`config.mk`:
```
export PLATFORM = sky130hd
export DESIGN_NAME = key_short_long_press_classifier_top
export DESIGN_NICKNAME = d
export VERILOG_FILES = /design/src/hw/rtl/kspc_pkg.sv /design/src/hw/rtl/kspc_cfg.sv /design/src/hw/rtl/kspc_core.sv /design/src/hw/rtl/key_short_long_press_classifier_top.sv
export SDC_FILE = /design/constraint.sdc
export NUM_CORES = 1
export LEC_CHECK = 0
export BUFFER_PORTS_ARGS = -buffer_cell sky130_fd_sc_hd__buf_4
export CAP_MARGIN = 20
export CORE_ASPECT_RATIO = 1.1
export CORE_UTILIZATION = 63
export CTS_BUF_LIST = sky130_fd_sc_hd__clkbuf_16
export DETAILED_ROUTE_END_ITERATION = 12
export GPL_ROUTABILITY_DRIVEN = 1
export PLACE_DENSITY_LB_ADDON = 0.1
export REMOVE_ABC_BUFFERS = 1
export SETUP_SLACK_MARGIN = 0.3
export SLEW_MARGIN = 10
export SYNTH_ARGS = -nofsm -noshare
export SYNTH_HDL_FRONTEND = slang
export SYNTH_HIERARCHICAL = 1
export SYNTH_SLANG_ARGS = --single-unit
```
`constraint.sdc`:
```
create_clock -name i_clk -period 6.1 [get_ports i_clk]
set_clock_uncertainty 0.2 [all_clocks]
set_input_delay 0 -clock i_clk [delete_from_list [all_inputs] [get_ports i_clk]]
set_output_delay 0 -clock i_clk [all_outputs]
set_load 0.05 [all_outputs]
```
`src/hw/rtl/kspc_pkg.sv`:
```
// Package for the key short/long press classifier.
// Holds field widths, register indexes and reset values, phase and action codes and the shared structs.
// No dependencies.
package kspc_pkg;

    localparam int unsigned TIME_W  = 32;
    localparam int unsigned CFG_W   = 16;
    localparam int unsigned PORT_W  = 8;
    localparam int unsigned IDX_W   = 3;
    localparam int unsigned S_DATA_W = 80;
    localparam int unsigned M_DATA_W = 8;

    // register indexes
    localparam logic [IDX_W-1:0] REG_DEBOUNCE  = 3'd0;
    localparam logic [IDX_W-1:0] REG_SHORT_MIN = 3'd1;
    localparam logic [IDX_W-1:0] REG_LONG_MIN  = 3'd2;
    localparam logic [IDX_W-1:0] REG_COOLDOWN  = 3'd3;
    localparam logic [IDX_W-1:0] REG_RESUME    = 3'd4;
    localparam logic [IDX_W-1:0] REG_KEY_MASK  = 3'd5;

    // register reset values
    localparam logic [CFG_W-1:0]  RST_DEBOUNCE  = 16'd25;
    localparam logic [CFG_W-1:0]  RST_SHORT_MIN = 16'd30;
    localparam logic [CFG_W-1:0]  RST_LONG_MIN  = 16'd450;
    localparam logic [CFG_W-1:0]  RST_COOLDOWN  = 16'd180;
    localparam logic [CFG_W-1:0]  RST_RESUME    = 16'd150;
    localparam logic [PORT_W-1:0] RST_KEY_MASK  = 8'd4;

    // phase codes
    localparam logic [1:0] PH_REST  = 2'd0;
    localparam logic [1:0] PH_PEND  = 2'd1;
    localparam logic [1:0] PH_PRESS = 2'd2;

    // item kind
    localparam logic ACT_EDGE = 1'b0;
    localparam logic ACT_TICK = 1'b1;

    // fired action codes
    localparam logic [1:0] FIRE_NONE      = 2'd0;
    localparam logic [1:0] FIRE_BACKLIGHT = 2'd1;
    localparam logic [1:0] FIRE_WAKE      = 2'd2;
    localparam logic [1:0] FIRE_TOUCH     = 2'd3;

    typedef struct packed {
        logic [CFG_W-1:0]  debounce_time;
        logic [CFG_W-1:0]  short_hold_min;
        logic [CFG_W-1:0]  long_hold_min;
        logic [CFG_W-1:0]  cooldown_ms;
        logic [CFG_W-1:0]  resume_block_ms;
        logic [PORT_W-1:0] key_mask;
    } t_cfg;

    typedef struct packed {
        logic              action;
        logic [TIME_W-1:0] now_ms;
        logic [PORT_W-1:0] port_value;
        logic              read_ok;
        logic              boot_button_low;
        logic              sleep_active;
        logic [TIME_W-1:0] resume_time_ms;
        logic              touch_forced_off;
    } t_item;

    typedef struct packed {
        logic [1:0] fired_action;
        logic [1:0] machine_state;
        logic       sampling_on;
    } t_result;

endpackage

```
`src/hw/rtl/kspc_cfg.sv`:
```
// Configuration register file of the press classifier.
// Depends on kspc_pkg for register indexes, reset values and t_cfg.
module kspc_cfg (
    input  logic                         i_clk,
    input  logic                         i_rst_n,
    input  logic                         i_we,
    input  logic [kspc_pkg::IDX_W-1:0]   i_index,
    input  logic [kspc_pkg::CFG_W-1:0]   i_data,
    output kspc_pkg::t_cfg               o_cfg
);

    kspc_pkg::t_cfg r_cfg;

    always_ff @(posedge i_clk) begin
        if (!i_rst_n) begin
            r_cfg.debounce_time      <= kspc_pkg::RST_DEBOUNCE;
            r_cfg.short_hold_min     <= kspc_pkg::RST_SHORT_MIN;
            r_cfg.long_hold_min      <= kspc_pkg::RST_LONG_MIN;
            r_cfg.cooldown_ms        <= kspc_pkg::RST_COOLDOWN;
            r_cfg.resume_block_ms    <= kspc_pkg::RST_RESUME;
            r_cfg.key_mask           <= kspc_pkg::RST_KEY_MASK;
        end else if (i_we) begin
            case (i_index)
                kspc_pkg::REG_DEBOUNCE:  r_cfg.debounce_time      <= i_data;
                kspc_pkg::REG_SHORT_MIN: r_cfg.short_hold_min     <= i_data;
                kspc_pkg::REG_LONG_MIN:  r_cfg.long_hold_min      <= i_data;
                kspc_pkg::REG_COOLDOWN:  r_cfg.cooldown_ms        <= i_data;
                kspc_pkg::REG_RESUME:    r_cfg.resume_block_ms    <= i_data;
                kspc_pkg::REG_KEY_MASK:  r_cfg.key_mask           <= i_data[kspc_pkg::PORT_W-1:0];
                default: ; // unknown index: dropped
            endcase
        end
    end

    assign o_cfg = r_cfg;

endmodule

```
`src/hw/rtl/kspc_core.sv`:
```
// Press classifier state machine: phase, stored times and long-fired flag.
// Depends on kspc_pkg for codes, t_cfg, t_item and t_result.
module kspc_core (
    input  logic             i_clk,
    input  logic             i_rst_n,
    input  logic             i_en,
    input  kspc_pkg::t_cfg   i_cfg,
    input  kspc_pkg::t_item  i_item,
    output kspc_pkg::t_result o_result
);

    logic [1:0]                    r_phase, n_phase;
    logic [kspc_pkg::TIME_W-1:0]   r_edge_time, n_edge_time;
    logic [kspc_pkg::TIME_W-1:0]   r_press_start, n_press_start;
    logic [kspc_pkg::TIME_W-1:0]   r_last_fire, n_last_fire;
    logic                          r_long_done, n_long_done;

    logic [kspc_pkg::TIME_W-1:0]   since_resume, since_edge, since_fire, held;
    logic                          blocked, pressed, cool;
    logic [1:0]                    fired;

    always_comb begin
        since_resume = i_item.now_ms - i_item.resume_time_ms;
        since_edge   = i_item.now_ms - r_edge_time;
        since_fire   = i_item.now_ms - r_last_fire;
        held         = i_item.now_ms - r_press_start;
        blocked = (i_item.resume_time_ms != '0) &&
                  (since_resume < {16'd0, i_cfg.resume_block_ms});
        pressed = i_item.read_ok && ((i_item.port_value & i_cfg.key_mask) == '0);
        cool    = since_fire >= {16'd0, i_cfg.cooldown_ms};

        n_phase       = r_phase;
        n_edge_time   = r_edge_time;
        n_press_start = r_press_start;
        n_last_fire   = r_last_fire;
        n_long_done   = r_long_done;
        fired         = kspc_pkg::FIRE_NONE;

        if (i_item.action == kspc_pkg::ACT_EDGE) begin
            if (!i_item.sleep_active && !blocked && r_phase == kspc_pkg::PH_REST) begin
                n_phase     = kspc_pkg::PH_PEND;
                n_edge_time = i_item.now_ms;
            end
        end else if (blocked || i_item.sleep_active || i_item.boot_button_low) begin
            n_phase     = kspc_pkg::PH_REST;
            n_long_done = 1'b0;
        end else begin
            case (r_phase)
                kspc_pkg::PH_REST: ;
                kspc_pkg::PH_PEND: begin
                    if (since_edge >= {16'd0, i_cfg.debounce_time}) begin
                        if (pressed) begin
                            n_phase       = kspc_pkg::PH_PRESS;
                            n_press_start = i_item.now_ms;
                        end else begin
                            n_phase     = kspc_pkg::PH_REST;
                            n_long_done = 1'b0;
                        end
                    end
                end
                kspc_pkg::PH_PRESS: begin
                    if (pressed) begin
                        if (!r_long_done && cool &&
                            held >= {16'd0, i_cfg.long_hold_min}) begin
                            fired       = kspc_pkg::FIRE_BACKLIGHT;
                            n_long_done = 1'b1;
                            n_last_fire = i_item.now_ms;
                        end
                    end else begin
                        if (!r_long_done && cool &&
                            held >= {16'd0, i_cfg.short_hold_min}) begin
                            fired       = i_item.touch_forced_off ? kspc_pkg::FIRE_WAKE
                                                                  : kspc_pkg::FIRE_TOUCH;
                            n_last_fire = i_item.now_ms;
                        end
                        n_phase     = kspc_pkg::PH_REST;
                        n_long_done = 1'b0;
                    end
                end
                default: n_phase = kspc_pkg::PH_REST; // unused code falls back to rest
            endcase
        end

        o_result.fired_action  = fired;
        o_result.machine_state = n_phase;
        o_result.sampling_on   = (n_phase != kspc_pkg::PH_REST);
    end

    always_ff @(posedge i_clk) begin
        if (!i_rst_n) begin
            r_phase       <= kspc_pkg::PH_REST;
            r_edge_time   <= '0;
            r_press_start <= '0;
            r_last_fire   <= '0;
            r_long_done   <= 1'b0;
        end else if (i_en) begin
            r_phase       <= n_phase;
            r_edge_time   <= n_edge_time;
            r_press_start <= n_press_start;
            r_last_fire   <= n_last_fire;
            r_long_done   <= n_long_done;
        end
    end

endmodule

```
`src/hw/rtl/key_short_long_press_classifier_top.sv`:
```
// Top level of the key short/long press classifier.
// Depends on kspc_pkg, kspc_cfg and kspc_core.
//
// Usage:
//  - Slave stream: one transaction per interrupt edge or sample tick.
//    tuser carries the kind (0 edge, 1 tick); tdata carries time, port byte
//    and guard flags.
//  - Master stream: exactly one result transaction per input transaction,
//    in order: fired action, phase after the item, sampling request.
//  - Config channel: index/data writes, always ready; write only while idle.
//  - Path: an item passes the input register, then the result register;
//    state updates with the latter.
//  - Throughput: one item per cycle while the receiver takes every result, set
//    by the state loop in the core (compares against stored times, then the phase update).
//  - Reset (synchronous, active low): phase rest, stored times zero,
//    long-fired flag clear, registers to their defaults, both stages empty.
//  - Receiver stall: the result register holds; the input register still
//    takes one more item, then tready drops until the result is taken.
module key_short_long_press_classifier_top (
    input  logic                              i_clk,
    input  logic                              i_rst_n,
    // slave stream
    input  logic                              i_s_axis_tvalid,
    output logic                              o_s_axis_tready,
    // tdata: now_ms[31:0], port_value[39:32], read_ok[40], boot_button_low[41],
    //        sleep_active[42], resume_time_ms[74:43], touch_forced_off[75], zero[79:76]
    input  logic [kspc_pkg::S_DATA_W-1:0]     i_s_axis_tdata,
    // tuser: action[0]
    input  logic                              i_s_axis_tuser,
    // master stream
    output logic                              o_m_axis_tvalid,
    input  logic                              i_m_axis_tready,
    // tdata: fired_action[1:0], machine_state[3:2], sampling_on[4], zero[7:5]
    output logic [kspc_pkg::M_DATA_W-1:0]     o_m_axis_tdata,
    // config write channel
    input  logic                              i_cfg_valid,
    output logic                              o_cfg_ready,
    input  logic [kspc_pkg::IDX_W-1:0]        i_cfg_index,
    input  logic [kspc_pkg::CFG_W-1:0]        i_cfg_data
);

    kspc_pkg::t_cfg    cfg;
    kspc_pkg::t_item   r_item;
    kspc_pkg::t_result result;
    kspc_pkg::t_result r_out;
    logic              r_in_valid;
    logic              r_out_valid;
    logic              advance;
    logic              s_take;

    assign o_cfg_ready = 1'b1;

    kspc_cfg u_cfg (
        .i_clk   (i_clk),
        .i_rst_n (i_rst_n),
        .i_we    (i_cfg_valid),
        .i_index (i_cfg_index),
        .i_data  (i_cfg_data),
        .o_cfg   (cfg)
    );

    // item moves to the result register when that is empty or being drained
    assign advance         = r_in_valid && (!r_out_valid || i_m_axis_tready);
    assign o_s_axis_tready = !r_in_valid || advance;
    assign s_take          = i_s_axis_tvalid && o_s_axis_tready;

    always_ff @(posedge i_clk) begin
        if (!i_rst_n) begin
            r_in_valid <= 1'b0;
        end else if (s_take) begin
            r_in_valid <= 1'b1;
        end else if (advance) begin
            r_in_valid <= 1'b0;
        end
    end

    // input payload register, unpacked from the stream
    always_ff @(posedge i_clk) begin
        if (s_take) begin
            r_item.action           <= i_s_axis_tuser;
            r_item.now_ms           <= i_s_axis_tdata[31:0];
            r_item.port_value       <= i_s_axis_tdata[39:32];
            r_item.read_ok          <= i_s_axis_tdata[40];
            r_item.boot_button_low  <= i_s_axis_tdata[41];
            r_item.sleep_active     <= i_s_axis_tdata[42];
            r_item.resume_time_ms   <= i_s_axis_tdata[74:43];
            r_item.touch_forced_off <= i_s_axis_tdata[75];
        end
    end

    kspc_core u_core (
        .i_clk    (i_clk),
        .i_rst_n  (i_rst_n),
        .i_en     (advance),
        .i_cfg    (cfg),
        .i_item   (r_item),
        .o_result (result)
    );

    always_ff @(posedge i_clk) begin
        if (!i_rst_n) begin
            r_out_valid <= 1'b0;
        end else if (advance) begin
            r_out_valid <= 1'b1;
        end else if (i_m_axis_tready) begin
            r_out_valid <= 1'b0;
        end
    end

    always_ff @(posedge i_clk) begin
        if (advance) begin
            r_out <= result;
        end
    end

    assign o_m_axis_tvalid = r_out_valid;
    assign o_m_axis_tdata  = {3'b000, r_out.sampling_on, r_out.machine_state,
                              r_out.fired_action};

endmodule

```
* After elaboration in Yosys (flattened, before gate mapping)
Index checks and enable logic that the tools add are counted.
** Word-level totals
- Flip-flop bits (word level) :: 271
- Output and inout bits :: 11
- Word-level logic and storage cells :: 110
** Cells by class
- Add/subtract/negate cells :: 4
- Order comparisons :: 5
- Equal/unequal tests :: 11
- Mux-type cells :: 24
- Bitwise gates (word level) :: 4
- Reductions and logical operators :: 38
** Operator list (number)
- $ge 32x16->1 :: 4
- $sub 32x32->32 :: 4
- $mux 32 :: 3
- $lt 32x16->1 :: 1
- $reduce_bool 32->1 :: 1
- $reduce_and 6->1 :: 3
- $mux 2 :: 8
- $reduce_and 2->1 :: 6
- $mux 1 :: 11
- $logic_and 1x1->1 :: 9
- $and 8x8->8 :: 1
- $logic_not 8->1 :: 1
- $reduce_bool 2->1 :: 4
- $eq 3x2->1 const B :: 2
- $eq 3x3->1 const B :: 2
- $pmux 2 s3 :: 1
- $logic_not 1->1 :: 5
- $logic_or 1x1->1 :: 4
- $ne 4x4->1 const B :: 1
- $eq 3x1->1 const B :: 1
- $logic_not 3->1 :: 1
- $ne 3x1->1 const B :: 1
- $ne 3x3->1 const B :: 1
- $not 1->1 :: 3
- other kinds (8) :: 8

* Logic depth before layout (Yosys ltp)
- Depth in word-level cells :: 9
- Depth in mapped cells :: 24
- Mapped depth without buffers :: 23

* Modules after synthesis
The synthesis kept the hierarchy.
** Modules (own cells, without submodules)
- kspc_core :: times used 1, cells each 1859, area each 13626.8 µm², seq. area each 1981.9 µm²
- kspc_cfg :: times used 1, cells each 320, area each 3329.4 µm², seq. area each 1761.7 µm²
- key_short_long_press_classifier_top :: times used 1, cells each 97, area each 2603.7 µm², seq. area each 2502.4 µm²

* Least setup slack after synthesis
Ideal clock, no wire load.
- Kind :: reg-to-reg
- From :: register r_out_valid, in the netlist o_m_axis_tvalid
- To :: register r_item[0] (netlist name), enable pin
- Data arrival time :: 4.471 ns
- Data required time :: 5.362 ns
- Path slack :: 0.891 ns
- Stages on the path, launching flop included :: 3
- Path buffers :: 0
- Period minus slack after synthesis :: 5.209 ns
- Path through :: dfxtp_1 -> nor2b_4 -> a21oi_1
** Between the ends
- Word-level cells in the longest chain between the ends :: 5
** Ends and longest elaborated chain
- start, declared :: line key_short_long_press_classifier_top.sv:47 : logic r_out_valid;
- start signal, assigned :: line key_short_long_press_classifier_top.sv:102 : r_out_valid <= 1'b0;
- start signal, assigned :: line key_short_long_press_classifier_top.sv:104 : r_out_valid <= 1'b1;
- start signal, assigned :: line key_short_long_press_classifier_top.sv:106 : r_out_valid <= 1'b0;
- $logic_not 1->1 :: line key_short_long_press_classifier_top.sv:63 : assign advance = r_in_valid && (!r_out_valid || i_m_axis_tready);
- $logic_or 1x1->1 :: line key_short_long_press_classifier_top.sv:63
- $logic_and 1x1->1 :: line key_short_long_press_classifier_top.sv:63
- $logic_or 1x1->1 :: line key_short_long_press_classifier_top.sv:64 : assign o_s_axis_tready = !r_in_valid || advance;
- $logic_and 1x1->1 :: line key_short_long_press_classifier_top.sv:65 : assign s_take = i_s_axis_tvalid && o_s_axis_tready;
- via s_take :: line key_short_long_press_classifier_top.sv:49 : logic s_take;
- end, declared :: line key_short_long_press_classifier_top.sv:43 : kspc_pkg::t_item r_item;
The timed path passes the listed nets, and every way through them passes these cells.
A chain may end at the register's enable or synchronous reset.

==> flow_summary.yaml <==
logic_synthesis:
  post_synth_instance_area_um2: 19600
  ys_ff_latch: 271
  yosysSeqAreaShare_pct: 31.9
  synth-main-ff-cell: "dfxtp_1"
  syn-mean-instance-area_um2: 8.59
  synth_edf_count: 82
  synth_cell_types: 103
  synth_cells: 2276
  synth_warnings: 6
  async_reset_ff_share_pct: 0
run_status:
  outcome: "complete, no violations"
finish:
  final_cells: 2994
  antenna_cells: 0
  fin_nets: 2868
  fill_cells: 2081
  drive_gt1_share_pct: 9.61
  layout_commonest_cell: "nand2_1"
  final_cell_mix: "nand2_1, inv_1, ha_1, mux2i_1, dlygate4sd3_1"
  finalCoreUtilization_pct: 78.0
  syn2layout_area_growth_pct: 21.6
clock_network:
  cts_sinks: 271
  cts_tree: "done"
  numCtsBuffers: 30
  clk_latency_ns: 0.62
  clock_path_buffers: 3
  cts.htree.levels: 1
  ctsRootBufferMaster: "clkbuf_16"
  clk_pin_slew_ns: 0.06
timing:
  tightest_slew_ns: 0.962
  finalMaxSlewViolations: 0
  fin_crit_ns: 5.69
  finalCritPeriodShare_pct: 93.3
  grt_setup_unrepaired: "false"
  fmax_mhz: 176
  setup_viol: 0
  finalHoldViolations: 0
  fin_tns_setup_ns: 0
  setup_slack_ns: 0.410
  slew_headroom_pct: 35.5
grt:
  grt_overflow: 0
  grt_first_pass_wirelength_mm: 92.8
  grt.total_usage_pct: 37.0
  first_global_vias: 18100
  grt_antenna_before_repair: 1
  grt_max_degree: 87
critical_path:
  crit_path_end_kind: "flip-flop"
  cp.required_ns: 6.24
  critPathSlowestCell: "o2111ai_1"
  start_kind: "flip-flop"
  crit_chain: "inv_1 > ha_1 > nor2b_1 > o2111ai_1 > a2111oi_1 > buf_4 > or3_1 > xor2_1 > ha_1 > a21o_1 > a21o_1 > a21oi_2 > o2111ai_1 > nor3b_1 > o221ai_1 > a2111oi_2 > nand4_1 > buf_4 > nand2_2 > and3b_1 > a22o_1 > nand3b_1"
  crit_buf_inv: 3
  critPathArrivalTime_ns: 5.83
  max_stage_delay_ns: 0.42
  critical_path.top_delay_family: "compound AO/OA/AOI/OAI gates"
  path_max_fanout: 6
  reg2reg_slack_ns: 0.41
  critPathKind: "reg2reg"
route:
  dr_total_vias: 18500
  drc_errors: 0
  ant_nets: 0
  drt_pass1_iterations: 5
  wl_mm: 60.0
  vias_per_cell: 6.17
  routedWlPerCell_um: 20.0
  dr.first_iter.drc_count: 1258
run:
  max_cap_viol_count: 0
floorplanning:
  dieArea_um2: 31800
  die_y_um: 187
  start_util_pct: 64.1
  rows: 67
  coreArea_um2: 30500
  ios: 116
  die_w_um: 170
pwr:
  leakagePower_nw: 10.5
  irDropWorstVdd_uv: 296
  power_density_nw_per_um2: 215
place:
  dp_cells: 2744
  port_buffers: 107
  pre_cts_slack_ns: 0.376
  gp_congestion: 0.991
  dp_hpwl_mm: 40.7
worst_hold_path:
  hold_path_class: "in2reg"
==> worst paths after layout <==
| kind | startpoint | to | cells after the start |
|---|---|---|---|
| min | i_cfg_data[2] | u_cfg/o_cfg[74] | 4 |
| max reg2reg | r_item[2] | o_m_axis_tdata[4] | 22 |
| min reg2reg | u_core/r_last_fire[18] | u_core/r_last_fire[18] | 2 |
| max | r_item[2] | o_m_axis_tdata[4] | 22 |
==> synth_stat cells, drive strengths merged (6+ instances only) <==
cell type / instances / area, um^2
nor2b: 52 / 333
a21oi: 155 / 783
nand2b: 11 / 68.8
a31oi: 19 / 125
nor4: 22 / 144
inv: 240 / 901
and3: 12 / 75.1
nand3: 32 / 178
o2111ai: 11 / 96.3
and2: 12 / 75.1
clkbuf: 44 / 168
a31o: 9 / 78.8
nor2: 126 / 473
o21bai: 6 / 45.0
edfxtp: 82 / 2460
ha: 203 / 2540
o21ai: 109 / 557
dfxtp: 189 / 3780
mux2: 7 / 78.8
a21boi: 8 / 60.1
xor2: 36 / 315
or2: 7 / 43.8
nor3: 33 / 165
a311oi: 6 / 58.8
nand2: 305 / 1150
nand4: 37 / 238
buf: 32 / 243
a211oi: 21 / 178
and4: 6 / 52.6
a21o: 45 / 338
nor3b: 6 / 45.0
o21a: 22 / 165
mux2i: 196 / 1960
xnor2: 47 / 412
a221oi: 8 / 82.6
or3: 7 / 43.8
o211ai: 19 / 143
a2111oi: 7 / 68.8
==> worst min-delay path, stage by stage <==
cell and delay, ns:
dlygate4sd3_1 0.54, buf_4 0.11, nand2_1 0.09, mux2i_1 0.15
==> state kept, by name, summed over array words and instances, names as in the netlist <==
signal / cells
u_cfg/o_cfg: 88
r_item: 77
u_core/r_edge_time: 32
u_core/r_last_fire: 32
u_core/r_press_start: 32
o_m_axis_tdata: 5
u_core/r_phase: 2
o_m_axis_tvalid: 1
r_in_valid: 1
u_core/r_long_done: 1
==> through the flow <==
step	instance area [um^2]	hold WS [ns]	power (mW)
floorplan	19100	-0.101	2.70
detailed placement	20700	-0.0208	3.02
global placement	20700	-0.0220	3.00
finish	23800	0.122	5.11
CTS	23700	0.0716	5.04
global route	23800	0.129	5.31
==> layout make-up <==
type | count | area [um^2] | area share [%]
Clock buffer | 33 | 826 | 3.47
Clock inverter | 23 | 243 | 1.02
Inverter | 241 | 905 | 3.80
Multi-Input combinational cell | 1685 | 12000 | 50.6
Sequential cell | 271 | 6250 | 26.3
Tap cell | 414 | 518 | 2.18
Timing Repair Buffer | 327 | 3020 | 12.7
==> cells by family after synthesis <==
kind of cell / after synthesis / share of synthesized area (%)
AOI/OAI and AO/OA: 500 / 16.7
xor gates and xnor gates: 83 / 3.72
adders and majority gates: 207 / 13.4
buffers and inverters: 322 / 6.95
DFF: 271 / 31.9
muxes: 203 / 10.4
other: 2 / 0.0384
and+or+nand+nor: 688 / 16.8
==> report_power, final <==
part	internal (mW)	leakage [nW]	total, mW	switching [mW]
registers	1.91	2.33	1.97	0.0560
clock network	1.12	0.525	1.95	0.837
logic	0.511	7.66	1.19	0.683
==> metal layers <==
layer  vias up  routed length [um]  global-route usage [%]
met2       930               28800                    64.2
met3       255                4290                    5.17
met1      8671               23500                    43.8
met5         -                  13                       0
met4         2                3440                    20.2
li1       8625                   -                       -
==> what timing repair did <==
action | in CTS | in global routing
hold buffers | 192 | 0
endpoints found under the setup margin | 0 | 96
gates resized for setup | 0 | 15
hold endpoints to repair | 223 | 0
setup buffers | 0 | 2
No activity file was read; power rests on OpenSTA's default activity.
